### src/rtl/cda_pkg.sv
// Shared types, codes and calendar helpers for the calendar date adder.
`timescale 1ns / 1ps

package cda_pkg;

   // Operation codes carried in the kind field.
   localparam logic [1:0] KIND_DAYS   = 2'd0;
   localparam logic [1:0] KIND_MONTHS = 2'd1;
   localparam logic [1:0] KIND_YEARS  = 2'd2;

   // Result status codes.
   localparam logic [1:0] STATUS_OK       = 2'd0;
   localparam logic [1:0] STATUS_INVALID  = 2'd1;
   localparam logic [1:0] STATUS_OVERFLOW = 2'd2;

   // Calendar constants.
   localparam logic [15:0] YEAR_MAX      = 16'hFFFF;
   localparam logic [3:0]  MONTH_JAN     = 4'd1;
   localparam logic [3:0]  MONTH_FEB     = 4'd2;
   localparam logic [3:0]  MONTH_DEC     = 4'd12;
   localparam logic [4:0]  DAY_FIRST     = 5'd1;
   localparam logic [4:0]  DAY_DEC_LAST  = 5'd31;
   localparam logic [8:0]  CYCLE_LAST    = 9'd399;

   // Reciprocals for division by 400 and by 12 through a multiply and shift.
   localparam logic [12:0] RECIP_400 = 13'd5242;
   localparam int          SHIFT_400 = 21;
   localparam logic [15:0] RECIP_12  = 16'd43691;
   localparam int          SHIFT_12  = 19;

   // Input word.
   typedef struct packed {
      logic [1:0]  kind;
      logic [15:0] start_year;
      logic [3:0]  start_month;
      logic [4:0]  start_day;
      logic [15:0] amount;
   } req_type;

   // Result word.
   typedef struct packed {
      logic [15:0] result_year;
      logic [3:0]  result_month;
      logic [4:0]  result_day;
      logic [1:0]  status;
   } rsp_type;

   // What the back end has to do with a classified item.
   typedef enum logic [1:0] {
      CMD_DONE,
      CMD_WALK,
      CMD_SETTLE
   } cmd_op_type;

   // Classified item handed from the front end to the back end.
   typedef struct packed {
      cmd_op_type  op;
      logic [15:0] year;
      logic [3:0]  month;
      logic [4:0]  day;
      logic [1:0]  status;
      logic [8:0]  year_mod;
      logic [15:0] amount;
   } cmd_type;

   // Leap year test on the year taken modulo 400.
   function automatic logic is_leap(input logic [8:0] year_mod);
      logic quad;
      logic century;
      quad    = (year_mod[1:0] == 2'b00);
      century = (year_mod == 9'd100) || (year_mod == 9'd200) || (year_mod == 9'd300);
      is_leap = (year_mod == 9'd0) || (quad && !century);
   endfunction

   // Gregorian month length.
   function automatic logic [4:0] days_in_month(input logic [3:0] month, input logic leap);
      logic [4:0] len;
      unique case (month)
         MONTH_FEB: begin
            len = leap ? 5'd29 : 5'd28;
         end
         4'd4, 4'd6, 4'd9, 4'd11: begin
            len = 5'd30;
         end
         default: begin
            len = 5'd31;
         end
      endcase
      days_in_month = len;
   endfunction

endpackage

### src/rtl/cda_queue.sv
// Two-entry queue of classified commands between the front and back ends.
`timescale 1ns / 1ps

module cda_queue (
   input  logic             clock,
   input  logic             reset,
   input  logic             push,
   input  cda_pkg::cmd_type wr_data,
   output logic             full,
   input  logic             pop,
   output cda_pkg::cmd_type rd_data,
   output logic             empty
);
   import cda_pkg::*;

   cmd_type     entry_ff [2];
   logic        wr_ptr_ff;
   logic        rd_ptr_ff;
   logic [1:0]  count_ff;
   logic        do_push;
   logic        do_pop;

   assign full    = (count_ff == 2'd2);
   assign empty   = (count_ff == 2'd0);
   assign do_push = push && !full;
   assign do_pop  = pop && !empty;
   assign rd_data = entry_ff[rd_ptr_ff];

   // Pointers and fill count.
   always_ff @(posedge clock) begin
      if (reset) begin
         wr_ptr_ff <= 1'b0;
         rd_ptr_ff <= 1'b0;
         count_ff  <= 2'd0;
      end else begin
         if (do_push) begin
            wr_ptr_ff <= !wr_ptr_ff;
         end
         if (do_pop) begin
            rd_ptr_ff <= !rd_ptr_ff;
         end
         if (do_push && !do_pop) begin
            count_ff <= count_ff + 2'd1;
         end else if (do_pop && !do_push) begin
            count_ff <= count_ff - 2'd1;
         end
      end
   end

   // Entry storage.
   always_ff @(posedge clock) begin
      if (do_push) begin
         entry_ff[wr_ptr_ff] <= wr_data;
      end
   end

endmodule

### src/rtl/cda_front.sv
// Front end: accepts words, checks the date, computes target years and year phases.
`timescale 1ns / 1ps

module cda_front (
   input  logic             clock,
   input  logic             reset,
   input  logic             req_push,
   input  cda_pkg::req_type req_data,
   output logic             req_full,
   output logic             cmd_push,
   output cda_pkg::cmd_type cmd_data,
   input  logic             cmd_full
);
   import cda_pkg::*;

   typedef enum logic [2:0] {
      F_IDLE,
      F_MUL,
      F_REM,
      F_FIX,
      F_CLASS,
      F_PUSH
   } front_state_type;

   front_state_type state_ff;
   logic            pass2_ff;
   logic [1:0]      kind_ff;
   logic [15:0]     year_ff;
   logic [3:0]      month_ff;
   logic [4:0]      day_ff;
   logic [15:0]     amount_ff;
   logic [16:0]     total_ff;
   logic [28:0]     prod400_ff;
   logic [32:0]     prod12_ff;
   logic [9:0]      rem_ff;
   logic [13:0]     quot12_ff;
   logic [8:0]      year_mod_ff;
   cmd_type         cmd_ff;

   logic [7:0]      quot400;
   logic [15:0]     rem_wide;
   logic            leap;
   logic [4:0]      month_len;
   logic            bad_date;
   logic [16:0]     month_rem;
   logic [3:0]      new_month;
   logic [16:0]     target_year;

   // No word is taken while reset is high or an item is in progress.
   assign req_full = reset || (state_ff != F_IDLE);
   assign cmd_push = (state_ff == F_PUSH);
   assign cmd_data = cmd_ff;

   // Year modulo 400 from the reciprocal product, before the final correction.
   assign quot400  = prod400_ff[SHIFT_400 +: 8];
   assign rem_wide = year_ff - ({8'd0, quot400} * 16'd400);

   // Date check and month arithmetic for the classify step.
   assign leap        = is_leap(year_mod_ff);
   assign month_len   = days_in_month(month_ff, leap);
   assign bad_date    = (month_ff == 4'd0) || (month_ff > MONTH_DEC) || (day_ff == 5'd0)
                        || (day_ff > month_len);
   assign month_rem   = total_ff - ({3'd0, quot12_ff} * 17'd12);
   assign new_month   = month_rem[3:0] + 4'd1;
   assign target_year = (kind_ff == KIND_MONTHS) ? ({1'b0, year_ff} + {3'd0, quot12_ff})
                                                 : ({1'b0, year_ff} + {1'b0, amount_ff});

   // Sequencer and its registers.
   always_ff @(posedge clock) begin
      if (reset) begin
         state_ff <= F_IDLE;
         pass2_ff <= 1'b0;
      end else begin
         unique case (state_ff)
            F_IDLE: begin
               if (req_push) begin
                  kind_ff   <= req_data.kind;
                  year_ff   <= req_data.start_year;
                  month_ff  <= req_data.start_month;
                  day_ff    <= req_data.start_day;
                  amount_ff <= req_data.amount;
                  total_ff  <= {13'd0, req_data.start_month - 4'd1} + {1'b0, req_data.amount};
                  pass2_ff  <= 1'b0;
                  state_ff  <= F_MUL;
               end
            end
            F_MUL: begin
               prod400_ff <= {13'd0, year_ff} * {16'd0, RECIP_400};
               prod12_ff  <= {16'd0, total_ff} * {17'd0, RECIP_12};
               state_ff   <= F_REM;
            end
            F_REM: begin
               rem_ff    <= rem_wide[9:0];
               quot12_ff <= prod12_ff[SHIFT_12 +: 14];
               state_ff  <= F_FIX;
            end
            F_FIX: begin
               year_mod_ff <= (rem_ff >= 10'd400) ? 9'(rem_ff - 10'd400) : rem_ff[8:0];
               state_ff    <= F_CLASS;
            end
            F_CLASS: begin
               cmd_ff.year     <= year_ff;
               cmd_ff.month    <= month_ff;
               cmd_ff.day      <= day_ff;
               cmd_ff.status   <= STATUS_OK;
               cmd_ff.year_mod <= year_mod_ff;
               cmd_ff.amount   <= amount_ff;
               cmd_ff.op       <= CMD_DONE;
               state_ff        <= F_PUSH;
               if (pass2_ff) begin
                  cmd_ff.op <= CMD_SETTLE;
               end else if (bad_date) begin
                  cmd_ff.year   <= 16'd0;
                  cmd_ff.month  <= MONTH_JAN;
                  cmd_ff.day    <= DAY_FIRST;
                  cmd_ff.status <= STATUS_INVALID;
               end else if (kind_ff == KIND_DAYS) begin
                  cmd_ff.op <= CMD_WALK;
               end else if (kind_ff == KIND_MONTHS || kind_ff == KIND_YEARS) begin
                  if (target_year[16]) begin
                     cmd_ff.year   <= YEAR_MAX;
                     cmd_ff.month  <= MONTH_DEC;
                     cmd_ff.day    <= DAY_DEC_LAST;
                     cmd_ff.status <= STATUS_OVERFLOW;
                  end else begin
                     // Second pass finds the phase of the target year.
                     year_ff  <= target_year[15:0];
                     pass2_ff <= 1'b1;
                     state_ff <= F_MUL;
                     if (kind_ff == KIND_MONTHS) begin
                        month_ff <= new_month;
                     end
                  end
               end
            end
            F_PUSH: begin
               if (!cmd_full) begin
                  state_ff <= F_IDLE;
               end
            end
            default: begin
               state_ff <= F_IDLE;
            end
         endcase
      end
   end

endmodule

### src/rtl/cda_back.sv
// Back end: walks days through months and years, settles clamped days, holds the result.
`timescale 1ns / 1ps

module cda_back (
   input  logic             clock,
   input  logic             reset,
   input  cda_pkg::cmd_type cmd_data,
   input  logic             cmd_empty,
   output logic             cmd_pop,
   output cda_pkg::rsp_type rsp_data,
   output logic             rsp_empty,
   input  logic             rsp_pop
);
   import cda_pkg::*;

   typedef enum logic [1:0] {
      B_IDLE,
      B_WALK,
      B_SETTLE,
      B_EMIT
   } back_state_type;

   back_state_type state_ff;
   logic           rsp_valid_ff;
   rsp_type        rsp_ff;
   rsp_type        res_ff;
   logic [15:0]    year_ff;
   logic [3:0]     month_ff;
   logic [16:0]    day_ff;
   logic [8:0]     year_mod_ff;

   logic           leap;
   logic [4:0]     month_len;
   logic [16:0]    year_len;
   logic           year_last;
   logic [8:0]     year_mod_next;
   logic           out_take;

   assign cmd_pop   = (state_ff == B_IDLE) && !cmd_empty;
   assign out_take  = (state_ff == B_EMIT) && (!rsp_valid_ff || rsp_pop);
   assign rsp_data  = rsp_ff;
   assign rsp_empty = !rsp_valid_ff;

   // Calendar facts about the current position.
   assign leap          = is_leap(year_mod_ff);
   assign month_len     = days_in_month(month_ff, leap);
   assign year_len      = leap ? 17'd366 : 17'd365;
   assign year_last     = (year_ff == YEAR_MAX);
   assign year_mod_next = (year_mod_ff == CYCLE_LAST) ? 9'd0 : year_mod_ff + 9'd1;

   // Sequencer: one month, or one whole year from January, per cycle.
   always_ff @(posedge clock) begin
      if (reset) begin
         state_ff <= B_IDLE;
      end else begin
         unique case (state_ff)
            B_IDLE: begin
               if (!cmd_empty) begin
                  year_ff     <= cmd_data.year;
                  month_ff    <= cmd_data.month;
                  year_mod_ff <= cmd_data.year_mod;
                  res_ff      <= '{cmd_data.year, cmd_data.month, cmd_data.day, cmd_data.status};
                  unique case (cmd_data.op)
                     CMD_WALK: begin
                        day_ff   <= {12'd0, cmd_data.day} + {1'b0, cmd_data.amount};
                        state_ff <= B_WALK;
                     end
                     CMD_SETTLE: begin
                        day_ff   <= {12'd0, cmd_data.day};
                        state_ff <= B_SETTLE;
                     end
                     default: begin
                        state_ff <= B_EMIT;
                     end
                  endcase
               end
            end
            B_WALK: begin
               priority if (month_ff == MONTH_JAN && day_ff > year_len) begin
                  day_ff <= day_ff - year_len;
                  if (year_last) begin
                     res_ff   <= '{YEAR_MAX, MONTH_DEC, DAY_DEC_LAST, STATUS_OVERFLOW};
                     state_ff <= B_EMIT;
                  end else begin
                     year_ff     <= year_ff + 16'd1;
                     year_mod_ff <= year_mod_next;
                  end
               end else if (day_ff > {12'd0, month_len}) begin
                  day_ff <= day_ff - {12'd0, month_len};
                  if (month_ff == MONTH_DEC) begin
                     month_ff <= MONTH_JAN;
                     if (year_last) begin
                        res_ff   <= '{YEAR_MAX, MONTH_DEC, DAY_DEC_LAST, STATUS_OVERFLOW};
                        state_ff <= B_EMIT;
                     end else begin
                        year_ff     <= year_ff + 16'd1;
                        year_mod_ff <= year_mod_next;
                     end
                  end else begin
                     month_ff <= month_ff + 4'd1;
                  end
               end else begin
                  res_ff   <= '{year_ff, month_ff, day_ff[4:0], STATUS_OK};
                  state_ff <= B_EMIT;
               end
            end
            B_SETTLE: begin
               state_ff <= B_EMIT;
               if (day_ff > {12'd0, month_len}) begin
                  if (month_ff != MONTH_DEC) begin
                     res_ff <= '{year_ff, month_ff + 4'd1, DAY_FIRST, STATUS_OK};
                  end else if (year_last) begin
                     res_ff <= '{YEAR_MAX, MONTH_DEC, DAY_DEC_LAST, STATUS_OVERFLOW};
                  end else begin
                     res_ff <= '{year_ff + 16'd1, MONTH_JAN, DAY_FIRST, STATUS_OK};
                  end
               end
            end
            B_EMIT: begin
               if (out_take) begin
                  state_ff <= B_IDLE;
               end
            end
            default: begin
               state_ff <= B_IDLE;
            end
         endcase
      end
   end

   // Output register: holds the oldest result until it is popped.
   always_ff @(posedge clock) begin
      if (reset) begin
         rsp_valid_ff <= 1'b0;
      end else if (out_take) begin
         rsp_valid_ff <= 1'b1;
      end else if (rsp_pop) begin
         rsp_valid_ff <= 1'b0;
      end
   end

   always_ff @(posedge clock) begin
      if (out_take) begin
         rsp_ff <= res_ff;
      end
   end

endmodule

### src/rtl/calendar_date_adder.sv
// Top level of the calendar date adder: front end, command queue and back end.
// A word is taken when req_push is high and req_full is low; the front end then checks
// the date (the year phase modulo 400 comes from a reciprocal multiply) and, for month
// and year additions, makes a second pass to find the target year's phase. For day
// additions the back end steps one whole year per cycle from January and one month per
// cycle otherwise. That day walk sets the sustained rate. The two-entry queue lets the
// front end classify the next word while the back end is walking, and a finished
// result waits in the output register until rsp_pop takes it.
`timescale 1ns / 1ps

module calendar_date_adder (
   input  logic             clock,
   input  logic             reset,
   input  logic             req_push,
   input  cda_pkg::req_type req_data,
   output logic             req_full,
   output logic             rsp_empty,
   input  logic             rsp_pop,
   output cda_pkg::rsp_type rsp_data
);
   import cda_pkg::*;

   cmd_type front_cmd;
   cmd_type queue_cmd;
   logic    front_push;
   logic    queue_full;
   logic    queue_empty;
   logic    back_pop;

   cda_front u_front (
      .clock    (clock),
      .reset    (reset),
      .req_push (req_push),
      .req_data (req_data),
      .req_full (req_full),
      .cmd_push (front_push),
      .cmd_data (front_cmd),
      .cmd_full (queue_full)
   );

   cda_queue u_queue (
      .clock   (clock),
      .reset   (reset),
      .push    (front_push),
      .wr_data (front_cmd),
      .full    (queue_full),
      .pop     (back_pop),
      .rd_data (queue_cmd),
      .empty   (queue_empty)
   );

   cda_back u_back (
      .clock     (clock),
      .reset     (reset),
      .cmd_data  (queue_cmd),
      .cmd_empty (queue_empty),
      .cmd_pop   (back_pop),
      .rsp_data  (rsp_data),
      .rsp_empty (rsp_empty),
      .rsp_pop   (rsp_pop)
   );

endmodule

### config.mk
export PLATFORM = sky130hd
export DESIGN_NAME = calendar_date_adder
export DESIGN_NICKNAME = d
export VERILOG_FILES = /design/src/rtl/cda_pkg.sv /design/src/rtl/cda_queue.sv /design/src/rtl/cda_front.sv /design/src/rtl/cda_back.sv /design/src/rtl/calendar_date_adder.sv
export SDC_FILE = /design/constraint.sdc
export NUM_CORES = 1
export LEC_CHECK = 0
export BUFFER_PORTS_ARGS = -buffer_cell sky130_fd_sc_hd__buf_2
export CORE_AREA = 5 5 223 225
export CTS_CLUSTER_DIAMETER = 100
export CTS_CLUSTER_SIZE = 10
export DETAILED_ROUTE_END_ITERATION = 16
export DIE_AREA = 0 0 228 230
export HOLD_SLACK_MARGIN = 0.08
export PLACE_DENSITY = 0.77
export SETUP_SLACK_MARGIN = 0.2
export SYNTH_ARGS = -nofsm -noshare
export SYNTH_HDL_FRONTEND = slang
export SYNTH_SLANG_ARGS = --single-unit
### constraint.sdc
create_clock -name clock -period 8.1 [get_ports clock]
set_input_delay 1.215 -clock clock [delete_from_list [all_inputs] [get_ports clock]]
set_output_delay 1.215 -clock clock [all_outputs]
set_load 0.03 [all_outputs]
-- Word-level counts from Yosys, hierarchy flattened
Memories as Yosys holds them, arrays and structs flattened. A register that Yosys moved wholly into a read port is not among the register bits.
Cells that the tools add are included.
- memories: 1
- memory bits (writable): 108
- flip-flop bits (word level): 319
- input port bits: 47
- output and inout port bits: 29
- memories (name ; depth ; bits a word ; rd ports ; clocked after memory_dff ; wr ports ; line ; RTL):
    u_queue.entry_ff ; 2 ; 54 ; 1 ; 1 ; 1 ; cda_queue.sv:16 ; cmd_type entry_ff [2];
- equality and inequality tests: 51
- magnitude comparators: 5
- $add $sub $neg: 16
- multipliers: 4
- bitwise gates (word level): 2
- reduce and logical (&&, ||, !) cells: 64
- mux-type cells: 92
- operators by type and width (operator ; count):
    $mux W27 ; 13
    $mux W16 ; 11
    $pmux W27 S3 ; 1
    $mux W17 ; 4
    $pmux W17 S2 ; 2
    $pmux W16 S2 ; 2
    $mux W9 ; 7
    $mux W4 ; 11
    $mul A17 B16 Y33 const B ; 1
    $mul A16 B12 Y28 const B ; 1
    $eq A9 B9 Y1 const B ; 3
    $mux W3 ; 7
    $eq A4 B4 Y1 const B ; 5
    $mux W2 ; 10
    $pmux W5 S2 ; 2
    $reduce_and A5 Y1 ; 4
    $eq A9 B7 Y1 const B ; 2
    $eq A9 B8 Y1 const B ; 2
    $logic_not A9 Y1 ; 2
    $pmux W3 S6 ; 1
    $pmux W9 S2 ; 1
    $add A16 B14 Y17 ; 1
    $add A16 B16 Y17 ; 1
    $add A4 B16 Y17 ; 1
    other kinds (55) ; 139

-- Depth between registers and ports, before layout
- depth in word-level cells: 13
- depth in mapped cells: 20
- mapped depth without buffers: 20

-- Hierarchy
From an unflattened synthesis, not the netlist that was laid out.
- cells, all modules: 2277
- area total of the unflattened synthesis: 26604.3 um2
- modules (own cells, without submodules) (module ; area each (um2) ; sequential area each (um2) ; instances ; cells an instance):
    cda_front ; 15518.6 ; 5094.9 ; 1 ; 1361
    cda_back ; 6986.7 ; 3062.9 ; 1 ; 723
    cda_queue ; 4098.9 ; 3343.2 ; 1 ; 193

-- Least setup slack after synthesis
OpenSTA, ideal clock, no wires.
- kind: reg2reg
- start: register u_front.total_ff[4]
- end: register u_front.prod12_ff[30] (data pin)
- path slack: 2.514 ns
- stages on the path, launching flop included: 21
- clock period less this slack: 5.586 ns
- setup time: 0.258 ns
- arrival time: 5.328 ns
- path through: edfxtp_1 -> ha_1 -> inv_1 -> fa_1 -> inv_1 -> fa_1 -> inv_1 -> fa_1 -> inv_1 -> fa_1 -> inv_1 -> fa_1 -> inv_1 -> ha_1 -> nand4_1 -> nor3_1 -> and4_1 -> a22o_1 -> or4_1 -> a21oi_1 -> xnor2_1
- longest elaborated chain between the ends: 1
- RTL lines (what ; line ; RTL):
    from (decl) ; cda_front.sv:32 ; logic [16:0] total_ff;
    from (signal assigned) ; cda_front.sv:82 ; total_ff <= {13'd0, req_data.start_month - 4'd1} + {1'b0, req_data.amount};
    $mul A17 B16 Y33 ; cda_front.sv:89 ; prod12_ff <= {16'd0, total_ff} * {17'd0, RECIP_12};
    to (signal assigned) ; cda_front.sv:89 ;
    to (decl) ; cda_front.sv:34 ; logic [32:0] prod12_ff;
Every way passes these cells.
A chain may end at the register's enable or synchronous reset.

-- Worst setup path after layout
- start: register u_front.total_ff[1]
- end: register u_front.prod12_ff[31] (data pin)
Same word-level chain as after synthesis.

==> load_flow_metrics.sql <==
INSERT INTO impl_metrics (metric_group, metric, value, unit) VALUES
('cells_and_area', 'drive_above_1_share', '9.38', '%'),
('die', 'initial_cell_density_of_the_core', '55.7', '%'),
('cts', 'number_of_buffers_inserted_during_clock_tree_synthesis', '45', ''),
('sta', 'post_route_skew', '0.0208', 'ns'),
('sta', 'setup-tns-final', '0', 'ns'),
('die', 'floorplan.die_area', '52400', 'um^2'),
('global_routing', 'number_of_global_route_vias_before_repair', '17700', ''),
('cts', 'cts.root.buffer_cell', 'sky130_fd_sc_hd__clkbuf_16', ''),
('cts', 'post_cts.resized_instances', '0', ''),
('cells_and_area', 'layoutNonFillerInstCount', '2982', ''),
('logic_synthesis', 'synth_fp_nets', '2747', ''),
('cells_and_area', 'antenna-diode-count', '0', ''),
('routing', 'wl_per_cell', '19.8', 'um'),
('critical_path', 'critical-path-max-stage-delay', '0.61', 'ns'),
('global_routing', 'grt_start_max_net_pins', '56', ''),
('place', 'post-place-ws', '2.17', 'ns'),
('place', 'number_of_instances_in_the_placed_design', '2904', ''),
('sta', 'max_slew_margin', '22.8', '%'),
('cts', 'clk_pin_slew_worst_paths', '0.06', 'ns'),
('critical_path', 'worst-path-max-fanout', '6', ''),
('routing', 'avgViaCountPerCell', '5.78', ''),
('pwr', 'power.density_cell_area', '315', 'nW/um^2'),
('logic_synthesis', 'synth.distinct_cells', '79', ''),
('logic_synthesis', 'synth-seq-area-share', '43.6', '%'),
('logic_synthesis', 'synth-edff-count', '375', ''),
('die', 'die_width', '228', 'um'),
('global_routing', 'gr-usage-all-layers', '22.5', '%'),
('routing', 'drtAntennaViolNets', '0', ''),
('logic_synthesis', 'synth.cell_area', '26400', 'um^2'),
('critical_path', 'critical-path-slowest-cell', 'sky130_fd_sc_hd__or4b_2', ''),
('min_path', 'type_of_the_tightest_min_delay_check', 'reg2reg', ''),
('logic_synthesis', 'dominantRegCellSynth', 'sky130_fd_sc_hd__edfxtp_1', ''),
('critical_path', 'critical_path.endpoint_type', 'flop', ''),
('sta', 'report.final.setup_viol', '0', ''),
('routing', 'detailed_route_iter0_violations', '1653', ''),
('sta', 'highest_clock_rate', '0.168', 'GHz'),
('critical_path', 'worstSetupStartpointType', 'flop', ''),
('pwr', 'design_power_total', '9060', 'uW'),
('place', 'buffer_ports.inserted', '75', ''),
('critical_path', 'timing.critical_path.cells', 'ha_1 > xor2_1 > ha_1 > inv_1 > fa_1 > inv_1 > fa_1 > fa_1 > inv_1 > fa_1 > inv_1 > ha_1 > a211oi_1 > nor2_1 > o21ai_0 > a2bb2oi_1 > o21ba_2 > or4b_2 > and3_1', ''),
('global_routing', 'number_of_antenna_violations_at_the_first_check_in_global_routing', '0', ''),
('pwr', 'total_leakage_power', '0.0119', 'uW'),
('die', 'design.core.area', '47300', 'um^2'),
('critical_path', 'setup.worst_path.class', 'reg2reg', ''),
('cts', 'cts.path.max_buffers', '3', ''),
('die', 'core.rowCount', '80', ''),
('status', 'outcome', 'finished, final reports clean', ''),
('sta', 'post-route-period-util', '73.5', '%'),
('sta', 'rsz0062_at_grt', 'no', ''),
('run', 'cap_viol_max_count', '0', ''),
('cells_and_area', 'num-nets-final', '2819', ''),
('global_routing', 'globalRouteOverflowTotal', '0', ''),
('critical_path', 'arr_time_crit_path', '6.28', 'ns'),
('pwr', 'vdd_ir_drop_max', '0.298', 'mV'),
('logic_synthesis', 'synthArstFlopShare', '0', '%'),
('routing', 'remaining_drc_errors', '0', ''),
('sta', 'slew_violations', '0', ''),
('sta', 'layout_setup_ws', '2.14', 'ns'),
('routing', 'finalWirelength', '58.9', 'mm'),
('sta', 'worst_hold_slack', '0.420', 'ns'),
('place', 'routabilityCongestion', '0.931', ''),
('sta', 'finalHoldViolations', '0', ''),
('die', 'boundaryPins', '76', ''),
('cts', 'post_cts_hold_buffer_count', '0', ''),
('global_routing', 'first_pass_grt_wire_length', '94.9', 'mm'),
('cts', 'clk-insertion-delay-late', '0.57', 'ns'),
('cts', 'cts_sinks', '387', ''),
('die', 'die_height', '230', 'um'),
('sta', 'min_period', '5.96', 'ns'),
('critical_path', 'critical_path_required', '8.42', 'ns'),
('logic_synthesis', 'avgSynthCellArea', '11.6', 'um^2'),
('routing', 'detailedRoute.firstPassIterationCount', '6', ''),
('cts', 'cts_tree', 'built', ''),
('logic_synthesis', 'post_synth_inst_count', '2264', ''),
('place', 'dpl.hpwl', '45.2', 'mm'),
('cts', 'number_of_buffers_added_for_setup_after_cts', '0', ''),
('sta', 'worst_pin_slew', '1.16', 'ns'),
('logic_synthesis', 'number_of_flip_flops_and_latches_in_the_synthesized_netlist', '387', ''),
('logic_synthesis', 'yosys_warnings', '0', ''),
('routing', 'num_vias', '17300', ''),
('cts', 'h_tree_lvls', '2', ''),
('cells_and_area', 'syn_to_final_growth', '8.96', '%');
-- routing by layer --
metal | global-route usage, % | vias to the layer above | part of all wire [%]
met3 | 4.69 | 102 | 8.1
met1 | 31.4 | 8312 | 43
met4 | 6.01 | 0 | 2.4
met5 | 0 | - | 0
met2 | 36.3 | 683 | 46
li1 | - | 8153 | -
-- cells in the final DEF, fill, tap and decap left out, types with 39 or more instances in the layout --
master,instances
sky130_fd_sc_hd__a21oi_1,94
sky130_fd_sc_hd__buf_2,75
sky130_fd_sc_hd__clkbuf_16,45
sky130_fd_sc_hd__edfxtp_1,375
sky130_fd_sc_hd__fa_1,153
sky130_fd_sc_hd__ha_1,282
sky130_fd_sc_hd__inv_1,372
sky130_fd_sc_hd__mux2_2,48
sky130_fd_sc_hd__mux2i_1,39
sky130_fd_sc_hd__nand2_1,74
sky130_fd_sc_hd__nor2_1,107
sky130_fd_sc_hd__o21ai_0,85
sky130_fd_sc_hd__xnor2_1,75
sky130_fd_sc_hd__xor2_1,41
-- synthesized netlist by cell type, types with 6 or more instances --
cell type | instances | area, um^2
sky130_fd_sc_hd__a31oi_1 | 26 | 163
sky130_fd_sc_hd__and2_1 | 7 | 43.8
sky130_fd_sc_hd__and3_1 | 18 | 113
sky130_fd_sc_hd__nor3_1 | 38 | 190
sky130_fd_sc_hd__xor2_1 | 41 | 359
sky130_fd_sc_hd__dfxtp_1 | 12 | 240
sky130_fd_sc_hd__a21oi_1 | 96 | 480
sky130_fd_sc_hd__or2_2 | 6 | 37.5
sky130_fd_sc_hd__a211oi_1 | 19 | 143
sky130_fd_sc_hd__o211ai_1 | 28 | 210
sky130_fd_sc_hd__o21a_1 | 31 | 233
sky130_fd_sc_hd__ha_1 | 283 | 3540
sky130_fd_sc_hd__edfxtp_1 | 375 | 11300
sky130_fd_sc_hd__or3_1 | 21 | 131
sky130_fd_sc_hd__a21o_1 | 22 | 165
sky130_fd_sc_hd__clkbuf_1 | 55 | 206
sky130_fd_sc_hd__inv_1 | 372 | 1400
sky130_fd_sc_hd__buf_2 | 10 | 50.1
sky130_fd_sc_hd__o22a_1 | 7 | 61.3
sky130_fd_sc_hd__o22ai_1 | 13 | 81.3
sky130_fd_sc_hd__o21ai_0 | 85 | 425
sky130_fd_sc_hd__nor2b_1 | 14 | 87.6
sky130_fd_sc_hd__fa_1 | 153 | 3060
sky130_fd_sc_hd__nor2_1 | 110 | 413
sky130_fd_sc_hd__mux2_2 | 48 | 541
sky130_fd_sc_hd__o31ai_1 | 8 | 60.1
sky130_fd_sc_hd__nor4_1 | 12 | 75.1
sky130_fd_sc_hd__nand3_1 | 31 | 155
sky130_fd_sc_hd__mux2i_1 | 39 | 390
sky130_fd_sc_hd__nand2_1 | 74 | 278
sky130_fd_sc_hd__o311ai_0 | 7 | 61.3
sky130_fd_sc_hd__xnor2_1 | 75 | 657
sky130_fd_sc_hd__nand4_1 | 13 | 81.3
sky130_fd_sc_hd__nand2b_1 | 16 | 100
-- worst paths after layout --
check                                   from  slack (ns)                               to  cells past startpoint
max            u_front.total_ff[1]$_DFFE_PP_        2.14  u_front.prod12_ff[31]$_DFFE_PP_                     19
min          u_front.prod12_ff[21]$_DFFE_PP_        0.42   u_front.quot12_ff[2]$_DFFE_PP_                      0
min reg2reg  u_front.prod12_ff[21]$_DFFE_PP_        0.42   u_front.quot12_ff[2]$_DFFE_PP_                      0
max reg2reg    u_front.total_ff[1]$_DFFE_PP_        2.14  u_front.prod12_ff[31]$_DFFE_PP_                     19
-- critical path: cells and delay by family, from the launching register on --
family	cells	cell delay (ns)
buffers and inverters	4	0.20
AND/OR/NAND/NOR	3	0.90
flip-flops	1	0.50
adder cells (fa/ha/maj)	7	3.11
AO/OA/AOI/OAI	4	0.78
XOR/XNOR	1	0.21
-- power breakdown --
part	total [uW]	switching (uW)	internal [uW]
clock network	1830	779	1050
logic	4350	2580	1770
registers	2890	245	2640
-- stage by stage --
step / util, % / cell area [um^2]
final: 60.7 / 28700
after global routing: 60.7 / 28700
after CTS: 60.7 / 28700
after detailed placement: 57.9 / 27400
after global placement: 57.9 / 27400
after floorplan: - / 26400
-- area by class of cell --
cell class	instances	area (um^2)
Clock inverter	4	60.1
Inverter	372	1400
Fill cell	3725	18600
Timing Repair Buffer	92	503
Multi-Input combinational cell	1438	13200
Clock buffer	74	1240
Tap cell	615	769
Sequential cell	387	11500
-- logic make-up (layout without fill, tap and decap cells) --
logic type / Yosys count / in the layout / share of synthesized area (%)
AOI/OAI and AO/OA: 405 / 405 / 9.97
xor gates and xnor gates: 116 / 116 / 3.85
adders and majority gates: 436 / 436 / 25.0
buffers and inverters: 439 / 542 / 6.33
DFF: 387 / 387 / 43.6
muxes: 87 / 87 / 3.53
and+or+nand+nor: 394 / 394 / 7.64
-- flip-flops by register name, summed over array words and instances, names as in the netlist, 2 cells and up, named ones only --
| register | cells |
|---|---|
| u_front.amount_ff | 16 |
| u_back.year_ff | 16 |
| u_queue.count_ff | 2 |
| u_front.year_ff | 16 |
| u_front.state_ff | 3 |
| u_back.res_ff | 27 |
| u_back.year_mod_ff | 9 |
| u_front.total_ff | 17 |
| u_front.cmd_data | 54 |
| u_front.kind_ff | 2 |
| u_front.year_mod_ff | 9 |
| u_front.prod400_ff | 6 |
| u_back.month_ff | 4 |
| u_back.state_ff | 2 |
| u_queue.entry_ff | 108 |
| u_back.day_ff | 17 |
| u_front.quot12_ff | 14 |
| u_front.day_ff | 5 |
| u_front.prod12_ff | 14 |
| u_back.rsp_data | 27 |
| u_front.rem_ff | 10 |
| u_front.month_ff | 4 |
Note: power is estimated with default switching activity, not from simulation.
